--- src/hw/rtl/ibfr_pkg.sv ---
// Shared types and constants of the iBUS frame receiver.
// Used by ibfr_ctrl, ibfr_dp and ibus_frame_receiver_unit; no dependencies.
`default_nettype none

package ibfr_pkg;

    localparam int CHANNELS = 8;
    localparam int CH_W     = 4;
    localparam int ROW_W    = 4;
    localparam int CFG_IDX_W = 2;
    localparam int CFG_DATA_W = 32;

    localparam logic [CH_W-1:0] CH_LAST = CH_W'(CHANNELS - 1);

    localparam logic [7:0]  HDR_LEN  = 8'h20;
    localparam logic [7:0]  HDR_CMD  = 8'h40;
    localparam logic [15:0] SUM_INIT = 16'hFFFF;

    localparam logic [CFG_IDX_W-1:0] CFG_TIMEOUT = 2'd0;
    localparam logic [CFG_IDX_W-1:0] CFG_CH_MIN  = 2'd1;
    localparam logic [CFG_IDX_W-1:0] CFG_CH_MAX  = 2'd2;

    localparam logic [31:0] RST_TIMEOUT = 32'd100000;
    localparam logic [11:0] RST_CH_MIN  = 12'd750;
    localparam logic [11:0] RST_CH_MAX  = 12'd2250;

    localparam logic [2:0] EV_CHAN = 3'd0;
    localparam logic [2:0] EV_LEN  = 3'd1;
    localparam logic [2:0] EV_HDR  = 3'd2;
    localparam logic [2:0] EV_CRC  = 3'd3;
    localparam logic [2:0] EV_RNG  = 3'd4;
    localparam logic [2:0] EV_TICK = 3'd5;
    localparam logic [2:0] EV_LOST = 3'd6;

    typedef struct packed {
        logic            latch;
        logic            apply;
        logic            rng_fail;
        logic            good;
        logic            rd_en;
        logic            emit_evt;
        logic            emit_chan;
        logic            last;
        logic [CH_W-1:0] ch;
    } t_ctrl_cmd;

    typedef struct packed {
        logic has_event;
        logic frame_good;
        logic in_range;
        logic out_free;
    } t_dp_status;

endpackage

`default_nettype wire

--- src/hw/rtl/ibfr_ctrl.sv ---
// Sequencer of the iBUS frame receiver: item intake, range-check and channel loops.
// Depends on ibfr_pkg; drives ibfr_dp through t_ctrl_cmd.
`default_nettype none

module ibfr_ctrl (
    input  wire                 i_clk,
    input  wire                 i_rst_n,
    input  wire                 i_in_valid,
    output logic                o_in_stall,
    input  ibfr_pkg::t_dp_status i_status,
    output ibfr_pkg::t_ctrl_cmd  o_cmd
);
    import ibfr_pkg::*;

    localparam logic [2:0] S_IDLE  = 3'd0;
    localparam logic [2:0] S_EXEC  = 3'd1;
    localparam logic [2:0] S_EMIT  = 3'd2;
    localparam logic [2:0] S_RRD   = 3'd3;
    localparam logic [2:0] S_RCMP  = 3'd4;
    localparam logic [2:0] S_CRD   = 3'd5;
    localparam logic [2:0] S_CEMIT = 3'd6;

    logic [2:0]      r_state, n_state;
    logic [CH_W-1:0] r_ch, n_ch;

    always_comb begin
        o_cmd    = '0;
        o_cmd.ch = r_ch;
        n_state  = r_state;
        n_ch     = r_ch;
        unique case (r_state)
            S_IDLE: begin
                if (i_in_valid) begin
                    o_cmd.latch = 1'b1;
                    n_state     = S_EXEC;
                end
            end
            S_EXEC: begin
                o_cmd.apply = 1'b1;
                if (i_status.frame_good) begin
                    n_ch    = '0;
                    n_state = S_RRD;
                end else if (i_status.has_event) begin
                    n_state = S_EMIT;
                end else begin
                    n_state = S_IDLE;
                end
            end
            S_EMIT: begin
                if (i_status.out_free) begin
                    o_cmd.emit_evt = 1'b1;
                    n_state        = S_IDLE;
                end
            end
            S_RRD: begin
                o_cmd.rd_en = 1'b1;
                n_state     = S_RCMP;
            end
            S_RCMP: begin
                if (!i_status.in_range) begin
                    o_cmd.rng_fail = 1'b1;
                    n_state        = S_EMIT;
                end else if (r_ch == CH_LAST) begin
                    o_cmd.good = 1'b1;
                    n_ch       = '0;
                    n_state    = S_CRD;
                end else begin
                    n_ch    = r_ch + 1'b1;
                    n_state = S_RRD;
                end
            end
            S_CRD: begin
                o_cmd.rd_en = 1'b1;
                n_state     = S_CEMIT;
            end
            S_CEMIT: begin
                if (i_status.out_free) begin
                    o_cmd.emit_chan = 1'b1;
                    o_cmd.last      = (r_ch == CH_LAST);
                    if (r_ch == CH_LAST) begin
                        n_state = S_IDLE;
                    end else begin
                        n_ch    = r_ch + 1'b1;
                        n_state = S_CRD;
                    end
                end
            end
            default: begin
                n_state = S_IDLE;
            end
        endcase
    end

    assign o_in_stall = (r_state != S_IDLE);

    always_ff @(posedge i_clk) begin
        if (!i_rst_n) begin
            r_state <= S_IDLE;
            r_ch    <= '0;
        end else begin
            r_state <= n_state;
            r_ch    <= n_ch;
        end
    end

endmodule

`default_nettype wire

--- src/hw/rtl/ibfr_dp.sv ---
// Datapath of the iBUS frame receiver: parser state, frame store, checksum,
// link age, counters, configuration and output register. Depends on ibfr_pkg.
`default_nettype none

module ibfr_dp (
    input  wire                              i_clk,
    input  wire                              i_rst_n,
    input  wire                              i_cmd,
    input  wire  [7:0]                       i_data_byte,
    input  wire                              i_cfg_we,
    input  wire  [ibfr_pkg::CFG_IDX_W-1:0]   i_cfg_index,
    input  wire  [ibfr_pkg::CFG_DATA_W-1:0]  i_cfg_data,
    input  ibfr_pkg::t_ctrl_cmd              i_ctl,
    output ibfr_pkg::t_dp_status             o_status,
    input  wire                              i_out_stall,
    output logic                             o_out_valid,
    output logic [2:0]                       o_event_res,
    output logic [3:0]                       o_channel_index,
    output logic [11:0]                      o_channel_value,
    output logic                             o_link_alive,
    output logic                             o_recovered,
    output logic [31:0]                      o_frame_age_ticks,
    output logic [31:0]                      o_valid_frame_count,
    output logic [31:0]                      o_checksum_error_count,
    output logic [31:0]                      o_header_error_count,
    output logic [31:0]                      o_length_error_count,
    output logic [31:0]                      o_range_error_count,
    output logic                             o_last
);
    import ibfr_pkg::*;

    localparam logic [1:0] PH_HUNT = 2'd0;
    localparam logic [1:0] PH_CMD  = 2'd1;
    localparam logic [1:0] PH_BODY = 2'd2;

    localparam logic [4:0] POS_SUM_END = 5'd30;
    localparam logic [4:0] POS_LAST    = 5'd31;

    logic [15:0] r_mem [0:(1<<ROW_W)-1];
    logic [15:0] r_rd_data;

    logic [31:0] r_timeout;
    logic [11:0] r_cmin, r_cmax;

    logic        r_cmd_q;
    logic [7:0]  r_byte_q;
    logic [7:0]  r_lo, n_lo;
    logic [1:0]  r_phase, n_phase;
    logic [4:0]  r_pos, n_pos;
    logic [15:0] r_sum, n_sum;
    logic [31:0] r_age, n_age;
    logic        r_alive, n_alive;
    logic        r_seen, n_seen;
    logic        r_rec, n_rec;
    logic [2:0]  r_event, n_event;
    logic [31:0] r_good, n_good;
    logic [31:0] r_crc, n_crc;
    logic [31:0] r_hdr, n_hdr;
    logic [31:0] r_len, n_len;
    logic [31:0] r_rng, n_rng;

    logic        frame_end;
    logic        crc_ok;
    logic        mem_we;
    logic [31:0] age_inc;
    logic [11:0] rd_val;
    logic [ROW_W-1:0] rd_row;

    assign frame_end = !r_cmd_q && (r_phase == PH_BODY) && (r_pos == POS_LAST);
    assign crc_ok    = (r_sum == {r_byte_q, r_lo});
    assign age_inc   = r_age + 32'd1;
    assign rd_val    = r_rd_data[11:0];
    assign rd_row    = ROW_W'(i_ctl.ch) + 1'b1;
    assign mem_we    = i_ctl.apply && !r_cmd_q && (r_phase == PH_BODY) && r_pos[0]
                       && (r_pos != POS_LAST);

    always_comb begin
        o_status.frame_good = frame_end && crc_ok;
        o_status.has_event  = r_cmd_q || (frame_end && !crc_ok)
                              || ((r_phase == PH_HUNT) && (r_byte_q != HDR_LEN))
                              || ((r_phase == PH_CMD) && (r_byte_q != HDR_CMD));
        o_status.in_range   = !((rd_val < r_cmin) || (rd_val > r_cmax));
        o_status.out_free   = !o_out_valid || !i_out_stall;
    end

    always_comb begin
        n_lo    = r_lo;
        n_phase = r_phase;
        n_pos   = r_pos;
        n_sum   = r_sum;
        n_age   = r_age;
        n_alive = r_alive;
        n_seen  = r_seen;
        n_rec   = r_rec;
        n_event = r_event;
        n_good  = r_good;
        n_crc   = r_crc;
        n_hdr   = r_hdr;
        n_len   = r_len;
        n_rng   = r_rng;
        if (i_ctl.apply) begin
            if (r_cmd_q) begin
                n_event = EV_TICK;
                if (r_seen) begin
                    n_age = age_inc;
                    if (r_alive && (age_inc >= r_timeout)) begin
                        n_alive = 1'b0;
                        n_event = EV_LOST;
                    end
                end else begin
                    n_age = '0;
                end
            end else begin
                case (r_phase)
                    PH_HUNT: begin
                        if (r_byte_q == HDR_LEN) begin
                            n_pos   = 5'd1;
                            n_sum   = SUM_INIT - {8'd0, HDR_LEN};
                            n_phase = PH_CMD;
                        end else begin
                            n_len   = r_len + 32'd1;
                            n_pos   = '0;
                            n_event = EV_LEN;
                        end
                    end
                    PH_CMD: begin
                        if (r_byte_q == HDR_CMD) begin
                            n_pos   = 5'd2;
                            n_sum   = r_sum - {8'd0, r_byte_q};
                            n_phase = PH_BODY;
                        end else begin
                            n_hdr   = r_hdr + 32'd1;
                            n_event = EV_HDR;
                            if (r_byte_q == HDR_LEN) begin
                                n_pos = 5'd1;
                                n_sum = SUM_INIT - {8'd0, HDR_LEN};
                            end else begin
                                n_pos   = '0;
                                n_phase = PH_HUNT;
                            end
                        end
                    end
                    default: begin
                        if (!r_pos[0]) begin
                            n_lo = r_byte_q;
                        end
                        if (r_pos < POS_SUM_END) begin
                            n_sum = r_sum - {8'd0, r_byte_q};
                        end
                        if (r_pos == POS_LAST) begin
                            n_pos   = '0;
                            n_phase = PH_HUNT;
                            if (!crc_ok) begin
                                n_crc   = r_crc + 32'd1;
                                n_event = EV_CRC;
                            end
                        end else begin
                            n_pos = r_pos + 1'b1;
                        end
                    end
                endcase
            end
        end
        if (i_ctl.rng_fail) begin
            n_rng   = r_rng + 32'd1;
            n_event = EV_RNG;
        end
        if (i_ctl.good) begin
            n_rec   = r_seen && !r_alive;
            n_good  = r_good + 32'd1;
            n_age   = '0;
            n_seen  = 1'b1;
            n_alive = 1'b1;
        end
    end

    always_ff @(posedge i_clk) begin
        if (mem_we) begin
            r_mem[r_pos[4:1]] <= {r_byte_q, r_lo};
        end
        if (i_ctl.rd_en) begin
            r_rd_data <= r_mem[rd_row];
        end
    end

    always_ff @(posedge i_clk) begin
        if (i_ctl.latch) begin
            r_cmd_q  <= i_cmd;
            r_byte_q <= i_data_byte;
        end
        r_lo    <= n_lo;
        r_rec   <= n_rec;
        r_event <= n_event;
    end

    always_ff @(posedge i_clk) begin
        if (!i_rst_n) begin
            r_timeout <= RST_TIMEOUT;
            r_cmin    <= RST_CH_MIN;
            r_cmax    <= RST_CH_MAX;
        end else if (i_cfg_we) begin
            unique case (i_cfg_index)
                CFG_TIMEOUT: r_timeout <= i_cfg_data;
                CFG_CH_MIN:  r_cmin    <= i_cfg_data[11:0];
                CFG_CH_MAX:  r_cmax    <= i_cfg_data[11:0];
                default: begin
                end
            endcase
        end
    end

    always_ff @(posedge i_clk) begin
        if (!i_rst_n) begin
            r_phase <= PH_HUNT;
            r_pos   <= '0;
            r_sum   <= SUM_INIT;
            r_age   <= '0;
            r_alive <= 1'b0;
            r_seen  <= 1'b0;
            r_good  <= '0;
            r_crc   <= '0;
            r_hdr   <= '0;
            r_len   <= '0;
            r_rng   <= '0;
        end else begin
            r_phase <= n_phase;
            r_pos   <= n_pos;
            r_sum   <= n_sum;
            r_age   <= n_age;
            r_alive <= n_alive;
            r_seen  <= n_seen;
            r_good  <= n_good;
            r_crc   <= n_crc;
            r_hdr   <= n_hdr;
            r_len   <= n_len;
            r_rng   <= n_rng;
        end
    end

    // snapshot state into the output register
    always_ff @(posedge i_clk) begin
        if (i_ctl.emit_evt || i_ctl.emit_chan) begin
            o_link_alive           <= r_alive;
            o_frame_age_ticks      <= r_age;
            o_valid_frame_count    <= r_good;
            o_checksum_error_count <= r_crc;
            o_header_error_count   <= r_hdr;
            o_length_error_count   <= r_len;
            o_range_error_count    <= r_rng;
        end
        if (i_ctl.emit_evt) begin
            o_event_res     <= r_event;
            o_channel_index <= '0;
            o_channel_value <= '0;
            o_recovered     <= 1'b0;
            o_last          <= 1'b1;
        end else if (i_ctl.emit_chan) begin
            o_event_res     <= EV_CHAN;
            o_channel_index <= i_ctl.ch;
            o_channel_value <= rd_val;
            o_recovered     <= r_rec;
            o_last          <= i_ctl.last;
        end
    end

    always_ff @(posedge i_clk) begin
        if (!i_rst_n) begin
            o_out_valid <= 1'b0;
        end else if (i_ctl.emit_evt || i_ctl.emit_chan) begin
            o_out_valid <= 1'b1;
        end else if (!i_out_stall) begin
            o_out_valid <= 1'b0;
        end
    end

endmodule

`default_nettype wire

--- src/hw/rtl/ibus_frame_receiver_unit.sv ---
// Top level of the iBUS frame receiver: joins the sequencer and the datapath.
// Depends on ibfr_pkg, ibfr_ctrl and ibfr_dp.
//
// One input transaction at a time: a byte that gives no result is latched and
// applied, a tick or a byte with a single error result is also emitted, after
// any wait on the output stall. The 32nd byte of a frame with a good checksum
// runs the range check and then the channel results out of the frame store,
// one 16-bit row read per channel and pass on its single read port, for the
// 8 channels. A new input transaction is taken while the last result still
// waits in the output register. Configuration writes are registered from
// i_cfg_we and belong to idle periods.
`default_nettype none

module ibus_frame_receiver_unit (
    input  wire                              i_clk,
    input  wire                              i_rst_n,
    input  wire                              i_in_valid,
    output logic                             o_in_stall,
    input  wire                              i_cmd,
    input  wire  [7:0]                       i_data_byte,
    output logic                             o_out_valid,
    input  wire                              i_out_stall,
    output logic [2:0]                       o_event_res,
    output logic [3:0]                       o_channel_index,
    output logic [11:0]                      o_channel_value,
    output logic                             o_link_alive,
    output logic                             o_recovered,
    output logic [31:0]                      o_frame_age_ticks,
    output logic [31:0]                      o_valid_frame_count,
    output logic [31:0]                      o_checksum_error_count,
    output logic [31:0]                      o_header_error_count,
    output logic [31:0]                      o_length_error_count,
    output logic [31:0]                      o_range_error_count,
    output logic                             o_last,
    input  wire                              i_cfg_we,
    input  wire  [ibfr_pkg::CFG_IDX_W-1:0]   i_cfg_index,
    input  wire  [ibfr_pkg::CFG_DATA_W-1:0]  i_cfg_data
);
    import ibfr_pkg::*;

    t_ctrl_cmd  ctl;
    t_dp_status status;

    ibfr_ctrl u_ctrl (
        .i_clk      (i_clk),
        .i_rst_n    (i_rst_n),
        .i_in_valid (i_in_valid),
        .o_in_stall (o_in_stall),
        .i_status   (status),
        .o_cmd      (ctl)
    );

    ibfr_dp u_dp (
        .i_clk                  (i_clk),
        .i_rst_n                (i_rst_n),
        .i_cmd                  (i_cmd),
        .i_data_byte            (i_data_byte),
        .i_cfg_we               (i_cfg_we),
        .i_cfg_index            (i_cfg_index),
        .i_cfg_data             (i_cfg_data),
        .i_ctl                  (ctl),
        .o_status               (status),
        .i_out_stall            (i_out_stall),
        .o_out_valid            (o_out_valid),
        .o_event_res            (o_event_res),
        .o_channel_index        (o_channel_index),
        .o_channel_value        (o_channel_value),
        .o_link_alive           (o_link_alive),
        .o_recovered            (o_recovered),
        .o_frame_age_ticks      (o_frame_age_ticks),
        .o_valid_frame_count    (o_valid_frame_count),
        .o_checksum_error_count (o_checksum_error_count),
        .o_header_error_count   (o_header_error_count),
        .o_length_error_count   (o_length_error_count),
        .o_range_error_count    (o_range_error_count),
        .o_last                 (o_last)
    );

endmodule

`default_nettype wire

--- config.mk ---
export PLATFORM = sky130hd
export DESIGN_NAME = ibus_frame_receiver_unit
export DESIGN_NICKNAME = d
export VERILOG_FILES = /design/src/hw/rtl/ibfr_pkg.sv /design/src/hw/rtl/ibfr_ctrl.sv /design/src/hw/rtl/ibfr_dp.sv /design/src/hw/rtl/ibus_frame_receiver_unit.sv
export SDC_FILE = /design/constraint.sdc
export NUM_CORES = 1
export LEC_CHECK = 0
export BUFFER_PORTS_ARGS = -buffer_cell sky130_fd_sc_hd__buf_2
export CORE_MARGIN = 2
export CORE_UTILIZATION = 30
export CTS_BUF_LIST = sky130_fd_sc_hd__clkbuf_4
export DETAILED_ROUTE_END_ITERATION = 12
export PLACE_DENSITY = 0.57
export SYNTH_ARGS = -nofsm -noshare
export SYNTH_HDL_FRONTEND = slang
export SYNTH_SLANG_ARGS = --single-unit
--- constraint.sdc ---
create_clock -name i_clk -period 17.38 [get_ports i_clk]
set_clock_uncertainty 0.15 [all_clocks]
set_input_delay 2.607 -clock i_clk [delete_from_list [all_inputs] [get_ports i_clk]]
set_output_delay 2.607 -clock i_clk [all_outputs]
set_load 0.05 [all_outputs]
==> impl_metrics.yaml <==
status:
  outcome: "complete, no violations"
floorplanning:
  die_h_um: 319
  start_util_pct: 30.3
  die_w_um: 319
  num_rows: 115
  coreArea_sq_mm: 0.0984
  io_pins: 264
  dieArea_sq_mm: 0.102
route:
  antenna_left: 0
  drt_iter0_drc: 1321
  wl_per_cell_um: 18.2
  routed-via-count: 20600
  wl_um: 77700
  first_pass_iters: 5
  viasPerCell: 4.82
  drc_errors: 0
critical_path:
  end_kind: "primary output"
  worstPathRequired_ps: 14620
  cp_slowest_cell: "dfxtp_1"
  critPathBufInv: 1
  crit_family: "flip-flops"
  crit_chain: "or3_1, buf_2"
  r2r_slack_ps: 13150
  critPathMaxStageDelay_ps: 730
  crit_type: "reg -> out"
  rr_startpoint: "u_dp.r_age[0]"
  ff2ff_path_depth: 13
  rr_endpoint: "u_dp.r_event[0]"
  cp_max_fo: 18
  cp.arrival_ps: 2300
  cp-start-kind: "register"
power:
  switching_power_w: 0.000909
  pwr-share-comb_pct: 6.2
  p_int_w: 0.00266
  irDropWorstVdd_uv: 46.3
  power_frac_clock_pct: 41.7
  seqPwrFrac_pct: 52.1
  power.density_mw_per_mm2: 102
  leakagePower_nw: 12.5
  p_sw_share_pct: 25.4
logic_synthesis:
  synth_area_per_cell_sq_um: 12.1
  ys_types: 78
  synth_area_sq_mm: 0.0298
  synth-edff-count: 418
  async_reset_ff_share_pct: 0
  synth_flop_cell: "edfxtp_1"
  synth_area_leaders: "edfxtp_1 (42%), dfxtp_1 (20%), mux4_2 (4.5%)"
  yosysSeqAreaShare_pct: 62.3
  yosysMostFrequentCell: "edfxtp_1"
  syn_inst: 2475
  yosysTopAreaCell: "edfxtp_1"
  post-synth-top-area-fraction_pct: 42.1
  ys_warn_count: 0
  ys_ff_latch: 720
  syn_nets: 2596
  synth_common_cells: "edfxtp_1 (418), dfxtp_1 (302), nand2_1 (267)"
min_path:
  hold_class: "reg -> reg"
  min_from: "u_dp.o_channel_value[3]"
  min_to: "u_dp.o_channel_value[3]"
  worstHoldPathCells: 2
layout:
  area.sequential_sq_mm: 0.0186
  n_fill_cell: 9826
  nets: 2963
  final_cells: 4280
  multi_input_area_sq_mm: 0.0105
  drive_gt1_share_pct: 23.6
  syn2layout_area_growth_pct: 17.5
global_routing:
  grt_pass1_vias: 20000
  use_met2_pct: 23.8
  grt_pass1_wl_um: 118000
  grt_max_degree: 98
  grt_use_met3_pct: 4.37
  grt_usage_pct: 15.0
  overflow: 0
  busiest_layer: "met2"
  antenna_found_initial: 11
  met1_usage_pct: 19.2
cts:
  cts_buffers: 186
  clkSlewWorstSetupHoldPaths_ps: 70
  clock_latency_ps: 1020
  htree_levels: 4
  clock-sinks: 720
  clockRootBuffer: "clkbuf_4"
  cts_resized: 0
  cts_setup_buffers: 0
  cts_hold_buffers: 0
  clockBufferDepth: 3
  cts_tree: "done"
job:
  cap_violations: 0
placement:
  dp.cells: 3941
  numPortBuffers: 263
  gp_congestion: 0.814
  dp_hpwl_um: 52000
timing:
  period_needed_ps: 5050
  period_share_pct: 29.1
  slew_viol_final: 0
  relSlewSlack_pct: 22.9
  worst_pin_slew_ps: 1160
  clock.fmax_ghz: 0.198
  fin_setup_tns_ps: 0
  rsz0062_at_grt: "false"
  hold_violations: 0
  setup_viol: 0
sequential cells by signal (all words and copies together) (netlist names), 12 cells and up:
| register | flops |
|---|---|
| u_dp.r_age | 32 |
| u_dp.r_sum | 16 |
| u_dp.r_cmax | 12 |
| u_dp.r_good | 32 |
| u_dp.r_rd_data | 12 |
| u_dp.o_valid_frame_count | 32 |
| u_dp.r_hdr | 32 |
| u_dp.o_header_error_count | 32 |
| u_dp.o_checksum_error_count | 32 |
| u_dp.r_len | 32 |
| u_dp.r_mem | 192 |
| u_dp.o_range_error_count | 32 |
| u_dp.r_crc | 32 |
| u_dp.r_timeout | 32 |
| u_dp.r_cmin | 12 |
| u_dp.r_rng | 32 |
| u_dp.o_channel_value | 12 |
| u_dp.o_length_error_count | 32 |
| u_dp.o_frame_age_ticks | 32 |
worst reg2reg max path: cells and delay by family, from the launching register on:
family	cells	cell delay (ps)
AOI/OAI and AO/OA	4	680
DFF	1	460
xor gates and xnor gates	1	170
and+or+nand+nor	6	1960
adders and majority gates	2	610
power by group through the flow:
stage                     clock network, W  registers, W  logic [W]
after global routing               0.00163       0.00186   0.000237
after global placement                   0       0.00190   0.000222
after detailed placement                 0       0.00190   0.000223
after CTS                          0.00155       0.00186   0.000224
after floorplan                          0       0.00198  0.0000810
final                              0.00149       0.00186   0.000222
cells in the final DEF, fill, tap and decap left out, drive strengths merged, types with 70 or more instances in the layout:
cell type,count
clkbuf,290
xnor2,70
a21oi,141
inv,114
ha,72
dfxtp,302
buf,288
o21ai,70
nand3,90
nand2,268
nor2,202
edfxtp,418
final cells by class:
cell class / count / share of cell area (%)
clock inverters: 47 / 0.831
flip-flops and latches: 720 / 53.0
diodes: 2 / 0.0143
multi-input cells: 1538 / 29.8
inverters: 108 / 1.19
repair buffers: 288 / 4.30
clock buffers: 290 / 6.21
well taps: 1287 / 4.59
metal layers:
metal / share of wire (%) / vias up / wire [um]
met3: 6.1 / 133 / 4740
li1: - / 9938 / -
met5: 0.090 / - / 70
met4: 2.4 / 12 / 1890
met1: 45 / 10000 / 34600
met2: 47 / 538 / 36400
through the flow:
stage	total power (W)	utilization (%)	area [sq um]	setup WS, ps	hold slack [ps]
2_1_floorplan	0.00206	-	29800	8110	256
3_3_place_gp	0.00212	33.1	32600	12370	271
3_5_place_dp	0.00212	33.1	32600	12320	279
4_1_cts	0.00363	35.6	35100	12160	288
5_1_grt	0.00373	35.6	35100	12150	307
6_report	0.00357	35.6	35100	12330	284
cell families (layout without fill, tap and decap cells):
family / count (synthesis) / after routing / synth area share, %
AND/OR/NAND/NOR: 878 / 878 / 14.5
other: 0 / 2 / 0
XOR/XNOR: 134 / 134 / 3.93
multiplexers: 97 / 97 / 5.80
flip-flops: 720 / 720 / 62.3
AO/OA/AOI/OAI: 356 / 356 / 7.52
adder cells (fa/ha/maj): 73 / 73 / 3.09
buffers and inverters: 217 / 733 / 2.79
how the worst max path moves through the flow:
| stage | slack [ps] | to | cells after the start | start |
|---|---|---|---|---|
| 2_1_floorplan | 8110 | u_dp.o_last | 5 | i_out_stall |
| 3_3_place_gp | 12370 | u_dp.o_valid_frame_count[3] | 5 | i_out_stall |
| 3_5_place_dp | 12320 | u_dp.r_crc[26] | 4 | i_rst_n |
| 4_1_cts | 12160 | o_in_stall | 2 | u_ctrl.r_state[2] |
| 5_1_grt | 12150 | o_in_stall | 2 | u_ctrl.r_state[2] |
| 6_report | 12330 | o_in_stall | 2 | u_ctrl.r_state[2] |
Power figures use the tool's default switching activity.
